File: src/rtl/hsd_pkg.sv
// Shared types, constants and helpers for the hall sensor decoder.
package hsd_pkg;

    localparam int COUNTER_WIDTH = 32;

    localparam int STAMP_W    = 32;
    localparam int VALUE_W    = 32;
    localparam int CODE_W     = 3;
    localparam int MODE_W     = 2;
    localparam int DIR_W      = 2;
    localparam int EPR_W      = 8;
    localparam int SCALE_W    = 6;
    localparam int RPM_SCALE  = 60;
    localparam int NUM_W      = STAMP_W + SCALE_W;
    localparam int DEN_W      = VALUE_W + EPR_W;
    localparam int DIV_CNT_W  = $clog2(NUM_W);
    localparam int FILT_W     = ((COUNTER_WIDTH > VALUE_W + 2) ? COUNTER_WIDTH : VALUE_W + 2) + 1;

    localparam int IN_FIELDS_W  = MODE_W + CODE_W + STAMP_W;
    localparam int IN_TDATA_W   = ((IN_FIELDS_W + 7) / 8) * 8;
    localparam int OUT_FIELDS_W = CODE_W + 4 + DIR_W + 6 * VALUE_W;
    localparam int OUT_TDATA_W  = ((OUT_FIELDS_W + 7) / 8) * 8;

    localparam int QUEUE_DEPTH = 2;
    localparam int QPTR_W      = $clog2(QUEUE_DEPTH);
    localparam int QCNT_W      = $clog2(QUEUE_DEPTH + 1);

    localparam int CFG_INDEX_W = 1;
    localparam logic [CFG_INDEX_W-1:0] CFG_TIMER_HZ  = 1'b0;
    localparam logic [CFG_INDEX_W-1:0] CFG_EDGES_REV = 1'b1;
    localparam logic [VALUE_W-1:0]     TIMER_HZ_RST  = 32'd168000000;
    localparam logic [EPR_W-1:0]       EDGES_REV_RST = 8'd24;

    localparam logic [MODE_W-1:0] MODE_EDGE  = 2'd0;
    localparam logic [MODE_W-1:0] MODE_INIT  = 2'd1;
    localparam logic [MODE_W-1:0] MODE_CLEAR = 2'd2;

    localparam logic [DIR_W-1:0] DIR_NONE    = 2'd0;
    localparam logic [DIR_W-1:0] DIR_FORWARD = 2'd1;
    localparam logic [DIR_W-1:0] DIR_REVERSE = 2'd2;
    localparam logic [DIR_W-1:0] DIR_JUMP    = 2'd3;

    localparam logic [VALUE_W-1:0] VALUE_MAX = '1;

    typedef enum logic [1:0] {
        OP_NONE,
        OP_CLEAR,
        OP_TIME
    } op_t;

    typedef struct packed {
        op_t                op;
        logic [CODE_W-1:0]  hall_code;
        logic               state_changed;
        logic               code_valid;
        logic               step_valid;
        logic               shutdown_request;
        logic [DIR_W-1:0]   direction;
        logic [VALUE_W-1:0] edge_total;
        logic [VALUE_W-1:0] forward_total;
        logic [VALUE_W-1:0] reverse_total;
        logic [VALUE_W-1:0] jump_total;
        logic [STAMP_W-1:0] timestamp;
    } entry_t;

    // six-step forward sequence 1->3->2->6->4->5->1
    function automatic logic [CODE_W-1:0] fwd_next(input logic [CODE_W-1:0] code);
        logic [CODE_W-1:0] r;
        case (code)
            3'd1:    r = 3'd3;
            3'd2:    r = 3'd6;
            3'd3:    r = 3'd2;
            3'd4:    r = 3'd5;
            3'd5:    r = 3'd1;
            3'd6:    r = 3'd4;
            default: r = 3'd0;
        endcase
        return r;
    endfunction

    function automatic logic code_ok(input logic [CODE_W-1:0] code);
        return (code != 3'd0) && (code != 3'd7);
    endfunction

endpackage

File: src/rtl/hsd_front.sv
// Front end: takes input words, classifies hall transitions and keeps the step counters.
module hsd_front import hsd_pkg::*;
(
    input  logic                  clk,
    input  logic                  rst_n,
    input  logic                  s_axis_tvalid,
    output logic                  s_axis_tready,
    input  logic [IN_TDATA_W-1:0] s_axis_tdata,
    input  logic                  q_full,
    output logic                  push,
    output entry_t                push_entry
);

    logic [CODE_W-1:0]  prev_code_reg, prev_code_next;
    logic [VALUE_W-1:0] edge_reg, edge_next;
    logic [VALUE_W-1:0] fwd_cnt_reg, fwd_cnt_next;
    logic [VALUE_W-1:0] rev_reg, rev_next;
    logic [VALUE_W-1:0] jump_reg, jump_next;

    logic [MODE_W-1:0]  mode;
    logic [CODE_W-1:0]  code;
    logic [CODE_W-1:0]  diff;
    logic [STAMP_W-1:0] stamp;
    logic               one_bit;
    logic               accept;

    assign mode  = s_axis_tdata[MODE_W-1:0];
    assign code  = ~s_axis_tdata[MODE_W+CODE_W-1:MODE_W];
    assign stamp = s_axis_tdata[IN_FIELDS_W-1:MODE_W+CODE_W];
    assign diff  = code ^ prev_code_reg;
    assign one_bit = (diff == 3'b001) || (diff == 3'b010) || (diff == 3'b100);

    assign s_axis_tready = !q_full;
    assign accept        = s_axis_tvalid && !q_full;
    assign push          = accept;

    always_comb
    begin
        prev_code_next = prev_code_reg;
        edge_next      = edge_reg;
        fwd_cnt_next   = fwd_cnt_reg;
        rev_next       = rev_reg;
        jump_next      = jump_reg;

        push_entry                  = '0;
        push_entry.op               = OP_NONE;
        push_entry.timestamp        = stamp;
        push_entry.hall_code        = prev_code_reg;
        push_entry.direction        = DIR_NONE;

        case (mode)
            MODE_EDGE:
            begin
                push_entry.hall_code = code;
                if (code != prev_code_reg)
                begin
                    push_entry.state_changed = 1'b1;
                    push_entry.step_valid    = one_bit;
                    edge_next                = edge_reg + 1'b1;
                    prev_code_next           = code;
                    if (!code_ok(code) || !one_bit)
                    begin
                        jump_next                   = jump_reg + 1'b1;
                        push_entry.shutdown_request = 1'b1;
                        push_entry.direction        = DIR_JUMP;
                    end
                    else
                    begin
                        push_entry.op = OP_TIME;
                        if (code == fwd_next(prev_code_reg))
                        begin
                            fwd_cnt_next         = fwd_cnt_reg + 1'b1;
                            push_entry.direction = DIR_FORWARD;
                        end
                        else if (prev_code_reg == fwd_next(code))
                        begin
                            rev_next             = rev_reg + 1'b1;
                            push_entry.direction = DIR_REVERSE;
                        end
                        else
                        begin
                            jump_next            = jump_reg + 1'b1;
                            push_entry.direction = DIR_JUMP;
                        end
                    end
                end
            end
            MODE_INIT:
            begin
                edge_next             = '0;
                fwd_cnt_next          = '0;
                rev_next              = '0;
                jump_next             = '0;
                prev_code_next        = code;
                push_entry.hall_code  = code;
                push_entry.step_valid = 1'b1;
                push_entry.op         = OP_CLEAR;
            end
            MODE_CLEAR:
            begin
                push_entry.op = OP_CLEAR;
            end
            default:
            begin
                push_entry.op = OP_NONE;
            end
        endcase

        push_entry.code_valid    = code_ok(push_entry.hall_code);
        push_entry.edge_total    = edge_next;
        push_entry.forward_total = fwd_cnt_next;
        push_entry.reverse_total = rev_next;
        push_entry.jump_total    = jump_next;
    end

    always_ff @(posedge clk or negedge rst_n)
    begin
        if (!rst_n)
        begin
            prev_code_reg <= '0;
            edge_reg      <= '0;
            fwd_cnt_reg   <= '0;
            rev_reg       <= '0;
            jump_reg      <= '0;
        end
        else if (accept)
        begin
            prev_code_reg <= prev_code_next;
            edge_reg      <= edge_next;
            fwd_cnt_reg   <= fwd_cnt_next;
            rev_reg       <= rev_next;
            jump_reg      <= jump_next;
        end
    end

endmodule

File: src/rtl/hsd_queue.sv
// Short FIFO of classified words between the front end and the speed unit.
module hsd_queue import hsd_pkg::*;
(
    input  logic   clk,
    input  logic   rst_n,
    input  logic   push,
    input  entry_t push_entry,
    output logic   full,
    input  logic   pop,
    output logic   pop_valid,
    output entry_t pop_entry
);

    entry_t              mem_reg [QUEUE_DEPTH];
    logic [QPTR_W-1:0]   wr_ptr_reg, wr_ptr_next;
    logic [QPTR_W-1:0]   rd_ptr_reg, rd_ptr_next;
    logic [QCNT_W-1:0]   count_reg, count_next;
    logic                do_push;
    logic                do_pop;

    assign full      = (count_reg == QCNT_W'(QUEUE_DEPTH));
    assign pop_valid = (count_reg != '0);
    assign pop_entry = mem_reg[rd_ptr_reg];
    assign do_push   = push && !full;
    assign do_pop    = pop && pop_valid;

    always_comb
    begin
        wr_ptr_next = do_push ? wr_ptr_reg + 1'b1 : wr_ptr_reg;
        rd_ptr_next = do_pop ? rd_ptr_reg + 1'b1 : rd_ptr_reg;
        count_next  = count_reg;
        if (do_push && !do_pop)
        begin
            count_next = count_reg + 1'b1;
        end
        else if (do_pop && !do_push)
        begin
            count_next = count_reg - 1'b1;
        end
    end

    always_ff @(posedge clk or negedge rst_n)
    begin
        if (!rst_n)
        begin
            wr_ptr_reg <= '0;
            rd_ptr_reg <= '0;
            count_reg  <= '0;
        end
        else
        begin
            wr_ptr_reg <= wr_ptr_next;
            rd_ptr_reg <= rd_ptr_next;
            count_reg  <= count_next;
        end
    end

    always_ff @(posedge clk)
    begin
        if (do_push)
        begin
            mem_reg[wr_ptr_reg] <= push_entry;
        end
    end

endmodule

File: src/rtl/hsd_back.sv
// Speed unit: period filter, serial rpm divider and the output register.
module hsd_back import hsd_pkg::*;
(
    input  logic                   clk,
    input  logic                   rst_n,
    input  logic                   q_valid,
    input  entry_t                 q_entry,
    output logic                   q_pop,
    input  logic [VALUE_W-1:0]     timer_hz,
    input  logic [EPR_W-1:0]       edges_rev,
    output logic                   m_axis_tvalid,
    input  logic                   m_axis_tready,
    output logic [OUT_TDATA_W-1:0] m_axis_tdata
);

    typedef enum logic [5:0] {
        ST_IDLE = 6'b000001,
        ST_FILT = 6'b000010,
        ST_MUL  = 6'b000100,
        ST_DIV  = 6'b001000,
        ST_SAT  = 6'b010000,
        ST_OUT  = 6'b100000
    } state_t;

    state_t                   state_reg, state_next;
    entry_t                   cur_reg, cur_next;
    logic [STAMP_W-1:0]       last_reg, last_next;
    logic [VALUE_W-1:0]       filt_reg, filt_next;
    logic [VALUE_W-1:0]       rpm_reg, rpm_next;
    logic [COUNTER_WIDTH-1:0] period_reg, period_next;
    logic [NUM_W-1:0]         quo_reg, quo_next;
    logic [DEN_W-1:0]         den_reg, den_next;
    logic [DEN_W-1:0]         rem_reg, rem_next;
    logic [DIV_CNT_W-1:0]     cnt_reg, cnt_next;
    logic                     m_valid_reg, m_valid_next;
    logic [OUT_TDATA_W-1:0]   m_data_reg, m_data_next;

    logic [2*STAMP_W-1:0]     stamp_diff;
    logic [FILT_W-1:0]        f_ext;
    logic [FILT_W-1:0]        p_ext;
    logic [FILT_W-1:0]        filt_sum;
    logic [FILT_W-1:0]        filt_new;
    logic [DEN_W:0]           trial;
    logic [DEN_W:0]           trial_sub;
    logic                     trial_ge;
    logic                     out_free;

    assign stamp_diff = {STAMP_W'(0), q_entry.timestamp} - {STAMP_W'(0), last_reg};
    assign f_ext      = FILT_W'(filt_reg);
    assign p_ext      = FILT_W'(period_reg);
    assign filt_sum   = (f_ext << 1) + f_ext + p_ext;
    assign filt_new   = (filt_reg == '0) ? p_ext : (filt_sum >> 2);
    assign trial      = {rem_reg, quo_reg[NUM_W-1]};
    assign trial_sub  = trial - {1'b0, den_reg};
    assign trial_ge   = (trial >= {1'b0, den_reg});
    assign out_free   = !m_valid_reg || m_axis_tready;

    assign q_pop         = (state_reg == ST_IDLE) && q_valid;
    assign m_axis_tvalid = m_valid_reg;
    assign m_axis_tdata  = m_data_reg;

    always_comb
    begin
        state_next   = state_reg;
        cur_next     = cur_reg;
        last_next    = last_reg;
        filt_next    = filt_reg;
        rpm_next     = rpm_reg;
        period_next  = period_reg;
        quo_next     = quo_reg;
        den_next     = den_reg;
        rem_next     = rem_reg;
        cnt_next     = cnt_reg;
        m_valid_next = m_valid_reg && !m_axis_tready;
        m_data_next  = m_data_reg;

        case (state_reg)
            ST_IDLE:
            begin
                if (q_valid)
                begin
                    cur_next   = q_entry;
                    state_next = ST_OUT;
                    case (q_entry.op)
                        OP_CLEAR:
                        begin
                            rpm_next  = '0;
                            last_next = '0;
                            filt_next = '0;
                        end
                        OP_TIME:
                        begin
                            last_next = q_entry.timestamp;
                            if (last_reg != '0)
                            begin
                                period_next = stamp_diff[COUNTER_WIDTH-1:0];
                                state_next  = ST_FILT;
                            end
                        end
                        default:
                        begin
                            state_next = ST_OUT;
                        end
                    endcase
                end
            end
            ST_FILT:
            begin
                filt_next  = (filt_new > FILT_W'(VALUE_MAX)) ? VALUE_MAX : filt_new[VALUE_W-1:0];
                state_next = ST_MUL;
            end
            ST_MUL:
            begin
                quo_next   = NUM_W'(timer_hz) * NUM_W'(RPM_SCALE);
                den_next   = DEN_W'(edges_rev) * DEN_W'(filt_reg);
                rem_next   = '0;
                cnt_next   = DIV_CNT_W'(NUM_W - 1);
                state_next = ST_DIV;
            end
            ST_DIV:
            begin
                if (den_reg == '0)
                begin
                    rpm_next   = VALUE_MAX;
                    state_next = ST_OUT;
                end
                else
                begin
                    rem_next = trial_ge ? trial_sub[DEN_W-1:0] : trial[DEN_W-1:0];
                    quo_next = {quo_reg[NUM_W-2:0], trial_ge};
                    cnt_next = cnt_reg - 1'b1;
                    if (cnt_reg == '0)
                    begin
                        state_next = ST_SAT;
                    end
                end
            end
            ST_SAT:
            begin
                rpm_next   = (|quo_reg[NUM_W-1:VALUE_W]) ? VALUE_MAX : quo_reg[VALUE_W-1:0];
                state_next = ST_OUT;
            end
            ST_OUT:
            begin
                if (out_free)
                begin
                    m_valid_next = 1'b1;
                    m_data_next  = OUT_TDATA_W'({filt_reg, rpm_reg,
                                                 cur_reg.jump_total, cur_reg.reverse_total,
                                                 cur_reg.forward_total, cur_reg.edge_total,
                                                 cur_reg.direction, cur_reg.shutdown_request,
                                                 cur_reg.step_valid, cur_reg.code_valid,
                                                 cur_reg.state_changed, cur_reg.hall_code});
                    state_next   = ST_IDLE;
                end
            end
            default:
            begin
                state_next = ST_IDLE;
            end
        endcase
    end

    always_ff @(posedge clk or negedge rst_n)
    begin
        if (!rst_n)
        begin
            state_reg   <= ST_IDLE;
            last_reg    <= '0;
            filt_reg    <= '0;
            rpm_reg     <= '0;
            m_valid_reg <= 1'b0;
        end
        else
        begin
            state_reg   <= state_next;
            last_reg    <= last_next;
            filt_reg    <= filt_next;
            rpm_reg     <= rpm_next;
            m_valid_reg <= m_valid_next;
        end
    end

    always_ff @(posedge clk)
    begin
        cur_reg    <= cur_next;
        period_reg <= period_next;
        quo_reg    <= quo_next;
        den_reg    <= den_next;
        rem_reg    <= rem_next;
        cnt_reg    <= cnt_next;
        m_data_reg <= m_data_next;
    end

    a_div_den_stable: assert property (@(posedge clk) disable iff (!rst_n)
        (state_reg == ST_DIV && $past(state_reg) == ST_DIV) |-> $stable(den_reg))
        else $error("divisor changed during division");

    a_sat_after_div: assert property (@(posedge clk) disable iff (!rst_n)
        (state_reg == ST_SAT) |-> ($past(state_reg) == ST_DIV))
        else $error("saturation step not preceded by division");

    a_out_loads: assert property (@(posedge clk) disable iff (!rst_n)
        (state_reg == ST_OUT && out_free) |=> (m_valid_reg && state_reg == ST_IDLE))
        else $error("finished result not moved to output register");

endmodule

File: src/rtl/hall_sensor_decoder_speed_unit.sv
// Top level of the hall sensor decoder with speed estimate.
//
// Input channel s_axis_*: one word per hall event (mode, active-low pins,
// timestamp). Output channel m_axis_*: one result word per input word,
// in order. Configuration channel cfg_*: index 0 timer clock in Hz, index 1
// hall edges per revolution; always ready, write only while idle.
//
// The front end classifies each word in its accept cycle and keeps the
// edge and step counters; a two-entry queue feeds the speed unit. Words
// without a timed step go from the queue through the idle and output states
// to the output register. A timed step runs the period filter, a multiply
// step, a serial restoring divider for rpm and a saturation step. The
// speed unit pops the next word only after the current one has been
// loaded into the output register.
//
// Reset clears the counters, the speed state and the hall code to zero and
// loads the configuration defaults. A stalled receiver holds the output
// register; the queue keeps accepting until it holds two words.
module hall_sensor_decoder_speed_unit import hsd_pkg::*;
(
    input  logic                   clk,
    input  logic                   rst_n,
    input  logic                   s_axis_tvalid,
    output logic                   s_axis_tready,
    // mode[1:0], raw_pins[4:2], timestamp[36:5], zero pad
    input  logic [IN_TDATA_W-1:0]  s_axis_tdata,
    output logic                   m_axis_tvalid,
    input  logic                   m_axis_tready,
    // hall_code[2:0], state_changed[3], code_valid[4], step_valid[5],
    // shutdown_request[6], direction[8:7], edge_total[40:9],
    // forward_total[72:41], reverse_total[104:73], jump_total[136:105],
    // speed_rpm[168:137], smoothed_period[200:169], zero pad
    output logic [OUT_TDATA_W-1:0] m_axis_tdata,
    input  logic                   cfg_valid,
    output logic                   cfg_ready,
    input  logic [CFG_INDEX_W-1:0] cfg_index,
    input  logic [VALUE_W-1:0]     cfg_data
);

    logic [VALUE_W-1:0] timer_hz_reg;
    logic [EPR_W-1:0]   edges_rev_reg;
    logic               q_full;
    logic               q_push;
    entry_t             q_push_entry;
    logic               q_pop;
    logic               q_valid;
    entry_t             q_entry;

    assign cfg_ready = 1'b1;

    always_ff @(posedge clk or negedge rst_n)
    begin
        if (!rst_n)
        begin
            timer_hz_reg  <= TIMER_HZ_RST;
            edges_rev_reg <= EDGES_REV_RST;
        end
        else if (cfg_valid)
        begin
            case (cfg_index)
                CFG_TIMER_HZ:  timer_hz_reg  <= cfg_data;
                CFG_EDGES_REV: edges_rev_reg <= cfg_data[EPR_W-1:0];
                default:       timer_hz_reg  <= timer_hz_reg;
            endcase
        end
    end

    hsd_front u_front
    (
        .clk           (clk),
        .rst_n         (rst_n),
        .s_axis_tvalid (s_axis_tvalid),
        .s_axis_tready (s_axis_tready),
        .s_axis_tdata  (s_axis_tdata),
        .q_full        (q_full),
        .push          (q_push),
        .push_entry    (q_push_entry)
    );

    hsd_queue u_queue
    (
        .clk        (clk),
        .rst_n      (rst_n),
        .push       (q_push),
        .push_entry (q_push_entry),
        .full       (q_full),
        .pop        (q_pop),
        .pop_valid  (q_valid),
        .pop_entry  (q_entry)
    );

    hsd_back u_back
    (
        .clk           (clk),
        .rst_n         (rst_n),
        .q_valid       (q_valid),
        .q_entry       (q_entry),
        .q_pop         (q_pop),
        .timer_hz      (timer_hz_reg),
        .edges_rev     (edges_rev_reg),
        .m_axis_tvalid (m_axis_tvalid),
        .m_axis_tready (m_axis_tready),
        .m_axis_tdata  (m_axis_tdata)
    );

endmodule
File: config.mk
export PLATFORM = sky130hd
export DESIGN_NAME = hall_sensor_decoder_speed_unit
export DESIGN_NICKNAME = d
export VERILOG_FILES = /design/src/rtl/hsd_pkg.sv /design/src/rtl/hsd_front.sv /design/src/rtl/hsd_queue.sv /design/src/rtl/hsd_back.sv /design/src/rtl/hall_sensor_decoder_speed_unit.sv
export SDC_FILE = /design/constraint.sdc
export NUM_CORES = 2
export LEC_CHECK = 0
export ABC_CLOCK_PERIOD_IN_PS = 33700
export BUFFER_PORTS_ARGS = -buffer_cell sky130_fd_sc_hd__buf_2
export CAP_MARGIN = 10
export CORE_UTILIZATION = 45
export CTS_BUF_LIST = sky130_fd_sc_hd__clkbuf_4 sky130_fd_sc_hd__clkbuf_8 sky130_fd_sc_hd__clkbuf_16
export DETAILED_ROUTE_END_ITERATION = 16
export PLACE_DENSITY = 0.65
export SETUP_SLACK_MARGIN = 0.3
export SLEW_MARGIN = 40
export SYNTH_ARGS = -nofsm -noshare
export SYNTH_HDL_FRONTEND = slang
export SYNTH_SLANG_ARGS = --single-unit
export TNS_END_PERCENT = 5
File: constraint.sdc
create_clock -name clk -period 33.7 [get_ports clk]
set_clock_uncertainty 0.1 [all_clocks]
set_input_delay 1.685 -clock clk [delete_from_list [all_inputs] [get_ports clk]]
set_output_delay 1.685 -clock clk [all_outputs]
set_load 0.005 [all_outputs]
## Word level (Yosys, flattened, before mapping)

Memories as Yosys holds them, arrays and structs flattened.
Index checks and enable logic that the tools add are counted.

| word-level totals | value |
|---|---|
| register bits after elaboration | 772 |
| bits in latches | 0 |
| memories | 1 |
| bits in writable memories | 342 |
| word-level logic and storage cells | 207 |
| bits in read-only memories | 0 |

| operators by class | value |
|---|---|
| add/subtract/negate cells | 13 |
| div/mod/pow operators | 0 |
| mux-type cells | 69 |
| shifts and indexed selects | 0 |
| reductions and logical operators | 48 |
| equality and inequality tests | 38 |
| $lt $le $gt $ge | 2 |
| bitwise operators | 3 |
| $mul | 2 |

Memories:

| name | words | width | read ports | clocked after memory_dff | wr ports | line | text |
|---|---|---|---|---|---|---|---|
| u_queue.mem_reg | 2 | 171 | 1 | 0 | 1 | hsd_queue.sv:14 | `entry_t mem_reg [QUEUE_DEPTH];` |

Operators with widths:

| operator | count |
|---|---|
| $mux W32 | 17 |
| $pmux W32 S2 | 6 |
| $add A32 B1 Y32 const B | 4 |
| $pmux W32 S3 | 1 |
| $mux W40 | 2 |
| $pmux W40 S2 | 1 |
| $pmux W38 S2 | 1 |
| $mux W6 | 7 |
| $ge A41 B40 Y1 | 1 |
| $logic_not A40 Y1 | 1 |
| $mul A8 B32 Y40 | 1 |
| $sub A40 B40 Y40 | 1 |
| $mux W38 | 1 |
| $mul A32 B4 Y36 const B | 1 |
| $pmux W3 S6 | 2 |
| $pmux W6 S6 | 1 |
| $add A35 B32 Y35 | 1 |
| $gt A35 B32 Y1 const B | 1 |
| $add A33 B32 Y34 | 1 |
| $mux W33 | 1 |
| $logic_not A32 Y1 | 1 |
| $reduce_bool A32 Y1 | 1 |
| $sub A32 B32 Y32 | 1 |
| $mux W3 | 10 |
| other kinds (43) | 110 |

## Logic depth before layout (Yosys ltp)

| logic depth | value |
|---|---|
| word-level depth | 21 |
| gate-level depth with buffers | 25 |

## By module

Synthesis repeated with hierarchy kept, for this count alone.

| second synthesis, totals | value |
|---|---|
| cell total of the unflattened synthesis | 5196 |
| area total of the unflattened synthesis | 62698.9 µm² |

Modules (own cells, without submodules):

| module | seq. area each (µm²) | cells an instance | area each (µm²) | instances |
|---|---|---|---|---|
| hsd_back | 17413.0 | 3212 | 37626.1 | 1 |
| hsd_queue | 10369.9 | 551 | 12851.1 | 1 |
| hsd_front | 3278.1 | 1345 | 10577.6 | 1 |
| hall_sensor_decoder_speed_unit | 1014.7 | 88 | 1644.1 | 1 |

## Worst setup path after synthesis

OpenSTA, ideal clock, no wires.

| timing path | value |
|---|---|
| kind | input port to flip-flop |
| from | input m_axis_tready |
| to | register u_back.m_data_reg[0], in the netlist u_back.m_axis_tdata[0], enable pin |
| setup time | 0.786 ns |
| path slack | 22.173 ns |
| stages | 2 |
| arrival | 10.641 ns |
| path through | nand2b_1 -> nor2b_1 |

| between the ends | value |
|---|---|
| cells in the longest elaborated chain, start to end | 2 |

Ends and longest elaborated chain:

| what | line | text |
|---|---|---|
| from (decl) | hall_sensor_decoder_speed_unit.sv:28 | `input logic m_axis_tready,` |
| $logic_or A1 B1 Y1 | hsd_back.sv:56 | `assign out_free = !m_valid_reg \|\| m_axis_tready;` |
| $reduce_and A2 Y1 (no line) | - |  |
| to (signal assigned) | hsd_back.sv:192 | `m_data_reg <= m_data_next;` |
| to (decl) | hsd_back.sv:36 | `logic [OUT_TDATA_W-1:0] m_data_reg, m_data_next;` |

No other way between the ends.
A chain may end at the register's enable or synchronous reset.

## Worst setup path after layout

| timing path | value |
|---|---|
| from | register u_back.filt_reg[1] |
| to | register u_back.filt_reg[12] |

| between the ends | value |
|---|---|
| cells in the longest elaborated chain, start to end | 6 |
| elaborated cells between the ends (all ways) | 7 |

Ends and longest elaborated chain:

| what | line | text |
|---|---|---|
| from (decl) | hsd_back.sv:28 | `logic [VALUE_W-1:0] filt_reg, filt_next;` |
| from (signal assigned) | hsd_back.sv:178 | `filt_reg <= filt_next;` |
| $add A33 B32 Y34 | hsd_back.sv:51 | `assign filt_sum = (f_ext << 1) + f_ext + p_ext;` |
| $add A35 B32 Y35 | hsd_back.sv:51 |  |
| $mux W33 (*) | hsd_back.sv:52 | `assign filt_new = (filt_reg == '0) ? p_ext : (filt_sum >> 2);` |
| $gt A35 B32 Y1 | hsd_back.sv:109 | `filt_next = (filt_new > FILT_W'(VALUE_MAX)) ? VALUE_MAX : filt_new[VALUE_W-1:0];` |
| $mux W32 (*) | hsd_back.sv:109 |  |
| $pmux W32 S2 (*) | hsd_back.sv:77 | `case (state_reg)` |

Every way passes the cells marked *; elsewhere a longest branch is shown, timed or not.

==> parameters.txt <==
Parameter                              Value

Timing
  Fin. Hold Viols ... 0
  Final critical delay including setup and external delays ... between 7 and 8 ns
  Final setup TNS ... 0 ns
  Part of the cycle the worst path needs ... 0.214
  Fin. max-slew vios ... 0
  Transition time at the pin with the least slew margin ... roughly 0.87 ns
  Normalized max-slew margin ... 0.418
  Finish-stage setup viols ... 0
  Minimum setup slack in the final design ... between 20 and 30 ns
  Upper clock frequency limit ... 0.139 GHz
  Unrepaired setup endpoints after global routing ... false

Drt
  Overall via count from detail_route ... 39600
  Routed WL ... 139 mm
  First-pass iteration count of the detailed router ... 6
  DRC marker count from the first detailed-route iteration ... about 3200
  Routed WL per cell ... roughly 19 um
  Ratio of routed vias to standard cells ... 5.48
  Number of nets still failing antenna checks after routing ... 0
  Residual DRC count ... 0

Logic synthesis
  Avg Inst Size Synth ... ~12 um2
  Multiplexer share of the synthesized area ... 0.0504
  Post-synthesis simple-gate area fraction ... 0.120
  Number of instances in the synthesized netlist ... 5157
  Top post-synthesis cells by area ... edfxtp_1, dfrtp_1, fa_1
  Area of the mapped netlist ... roughly 60000 um2
  Post-synth top area cell ... edfxtp_1
  Area fraction in compound gates after synthesis ... 0.0987
  Adder-cell share of the synthesized area ... 0.135
  Number of library cell types mapped by synthesis ... 84
  Main flop type after synthesis ... edfxtp_1
  Post-synthesis xor/xnor area fraction ... 0.0283
  Portion of the post-synthesis area used by sequential elements ... 0.532
  Yosys warns ... 0
  Async set-reset flop share out of synthesis ... 0.250
  Dominant combinational cell family by area after synthesis ... adder cells
  Area share of the largest cell type after synthesis ... 0.416
  Flip-flop and latch count after synthesis ... ~1100
  Count of flip-flops with a built-in enable after synthesis ... 836

Floorplan
  Die outline area ... ~140000 um2
  Number of placement rows ... about 130
  Core Box Area ... 132000 um2
  Chip height ... 368 um
  Initial cell density of the core ... 0.456
  Count of pins on the block boundary ... between 200 and 300
  Die X-Extent ... roughly 370 um

Clocking
  Quantity of hold-fixing buffers added after cts ... 0
  Postcts setup bufs ... 0
  Number of buffers added by the clock tree synthesis step ... 114
  Clk_lat worst skew ... between 0.7 and 0.8 ns
  Sink Count ... about 1100
  Maximum count of clock buffers along a single path ... 3
  Clock-pin slew of the registers on the worst-case setup and hold paths ... around 0.060 ns
  Root buffer cell ... clkbuf_16
  H-tree depth ... 3
  CTS tree ... yes
  Number of cells upsized or downsized after cts ... 0

Setup path
  Type of origin of the critical path ... flip-flop
  Top cell by count, worst path ... o21ai_0
  Type of element capturing the critical path ... flip-flop
  Max incr delay on CP ... 0.82 ns
  Critical path's slowest cell ... or4b_1
  Endpoint arrival time on the critical path ... about 7.8 ns
  Critical path type ... flip-flop to flip-flop
  Cell Chain, Critical Path ... ha_1 -> fa_1 -> a21o_1 -> a41oi_1 -> nand4_1 -> a311o_1 -> o21ai_0 -> nand2_1 -> a31oi_1 -> o21ai_0 -> xor2_1 -> ha_1 -> o21ai_0 -> nand2b_1 -> a211oi_1 -> or4_1 -> nor3_1 -> o22a_1 -> a31oi_1 -> or4b_1 -> nor2_4 -> a221o_1
  Crit Path Max Fanout ... 19
  Data required time of the critical path ... 34.23 ns
  Depth of the most critical reg-to-reg path ... 22

Layout
  Flip-flop count of the largest register after layout ... ~340
  Most common cell after layout, fill and taps aside ... edfxtp_1
  Most frequent cells in the layout ... edfxtp_1, nand2_1, inv_1
  Relative area change from synthesis to final layout ... 12.2%
  Final Cell Area ... just under 70000 um2
  Layout Nets ... around 6000
  Fill count ... around 12000
  Share of cells above drive strength 1 ... 0.146

Global routing
  Pin count of the biggest net entering global routing ... 118
  Number of antenna violations at the first check in global routing ... 16
  Wire length of the first global-routing pass ... between 200 and 250 mm
  Overall track demand over capacity in global routing ... 0.205
  Number of global-route vias before repair ... 39200
  Overflow left after global routing ... 0

Placement
  Minimum setup slack after placement ... ~27 ns
  Final estimated routing congestion in global placement ... ~0.87
  HPWL after detailed placement ... 96.5 mm
  Post-placement cell area ... ~64000 um2
  Number of buffers added on ports ... approximately 280

Pwr
  P_leak ... approximately 28 nW
  Worst IR Drop VDD ... approximately 0.063 mV
  Pwr Density ... ~82 nW/um2

Worst hold path
  Hold path cells ... 0
  Worst min-delay path category ... flip-flop to flip-flop

Job
  MaxCap Viol Count ... 0

Outcome
  Outcome ... finished, final reports clean
## per-layer routing
layer	up-vias	routed length, um	share of wire	GRT usage
met3	228	7620	0.055	0.0329
met2	938	66600	0.48	0.337
met5	-	73	0.00053	0
met4	12	3730	0.027	0.0670
li1	18800	-	-	-
met1	19600	60800	0.44	0.276
## worst max-delay path, delay by kind of cell, from the launching register on
kind,cells,cell delay [ns]
compound gates,11,2.47
fa+ha+maj,3,1.13
xor+xnor,1,0.17
simple gates,7,2.60
flops,1,0.64
## path summary, 6_finish.rpt
path | endpoint | slack [ns] | startpoint
max | u_back.filt_reg[12]$_DFFE_PN0P_ | 26.48 | u_back.filt_reg[1]$_DFFE_PN0P_
min | u_back.m_axis_tdata[91]$_DFFE_PP_ | 0.30 | u_back.cur_reg[82]$_DFFE_PP_
max reg2reg | u_back.filt_reg[12]$_DFFE_PN0P_ | 26.48 | u_back.filt_reg[1]$_DFFE_PN0P_
min reg2reg | u_back.m_axis_tdata[91]$_DFFE_PP_ | 0.30 | u_back.cur_reg[82]$_DFFE_PP_
max in group asynchronous | u_back.filt_reg[23]$_DFFE_PN0P_ | 31.41 | rst_n
min in group asynchronous | u_front.edge_reg[6]$_DFFE_PN0P_ | 0.71 | rst_n
## area by class of cell
cell class                      instances  area [um2]  share of cell area
Clock buffer                          156        3250              0.0480
Tap cell                             1755        2200              0.0324
Sequential cell                      1114       32100               0.474
Multi-Input combinational cell       3493       26200               0.388
Inverter                              334        1260              0.0187
Timing Repair Buffer                  323        1900              0.0280
Clock inverter                         60         747              0.0110
Antenna cell                            6        15.0            0.000222
## synthesized netlist by cell type (45+ instances only)
cell type	instances
xnor2_1	118
a21o_1	93
dfrtp_1	266
inv_1	333
nor2_1	239
nand2_1	720
nand3_1	179
ha_1	262
o21ai_0	290
a21oi_1	218
and3_1	51
nand4_1	45
o31ai_1	49
and2_1	120
clkbuf_1	172
edfxtp_1	836
mux2_2	211
mux2i_1	66
xor2_1	77
a31oi_1	73
fa_1	244
## kinds of logic after synthesis
| group | count (synthesis) |
|---|---|
| and+or+nand+nor | 1557 |
| DFF | 1114 |
| AOI/OAI and AO/OA | 950 |
| buffers and inverters | 556 |
| adders and majority gates | 506 |
| muxes | 277 |
| xor gates and xnor gates | 195 |
| other | 2 |
## power breakdown
group          switching (mW)  total, mW  leakage (nW)  internal, mW
clock network           0.556       1.32          1.96         0.760
logic                    1.25       2.09          14.5         0.840
registers               0.211       2.18          11.6          1.97
## through the flow
step	power (mW)	std cells	hold slack (ns)	util
2_1_floorplan	3.72	5163	0.300	-
3_3_place_gp	4.23	7010	0.303	0.480
3_5_place_dp	4.29	7017	0.305	0.481
4_1_cts	5.63	7233	0.304	0.512
5_1_grt	5.96	7239	0.317	0.512
6_report	5.58	7241	0.296	0.512
No activity file was read; power rests on OpenSTA's default activity.
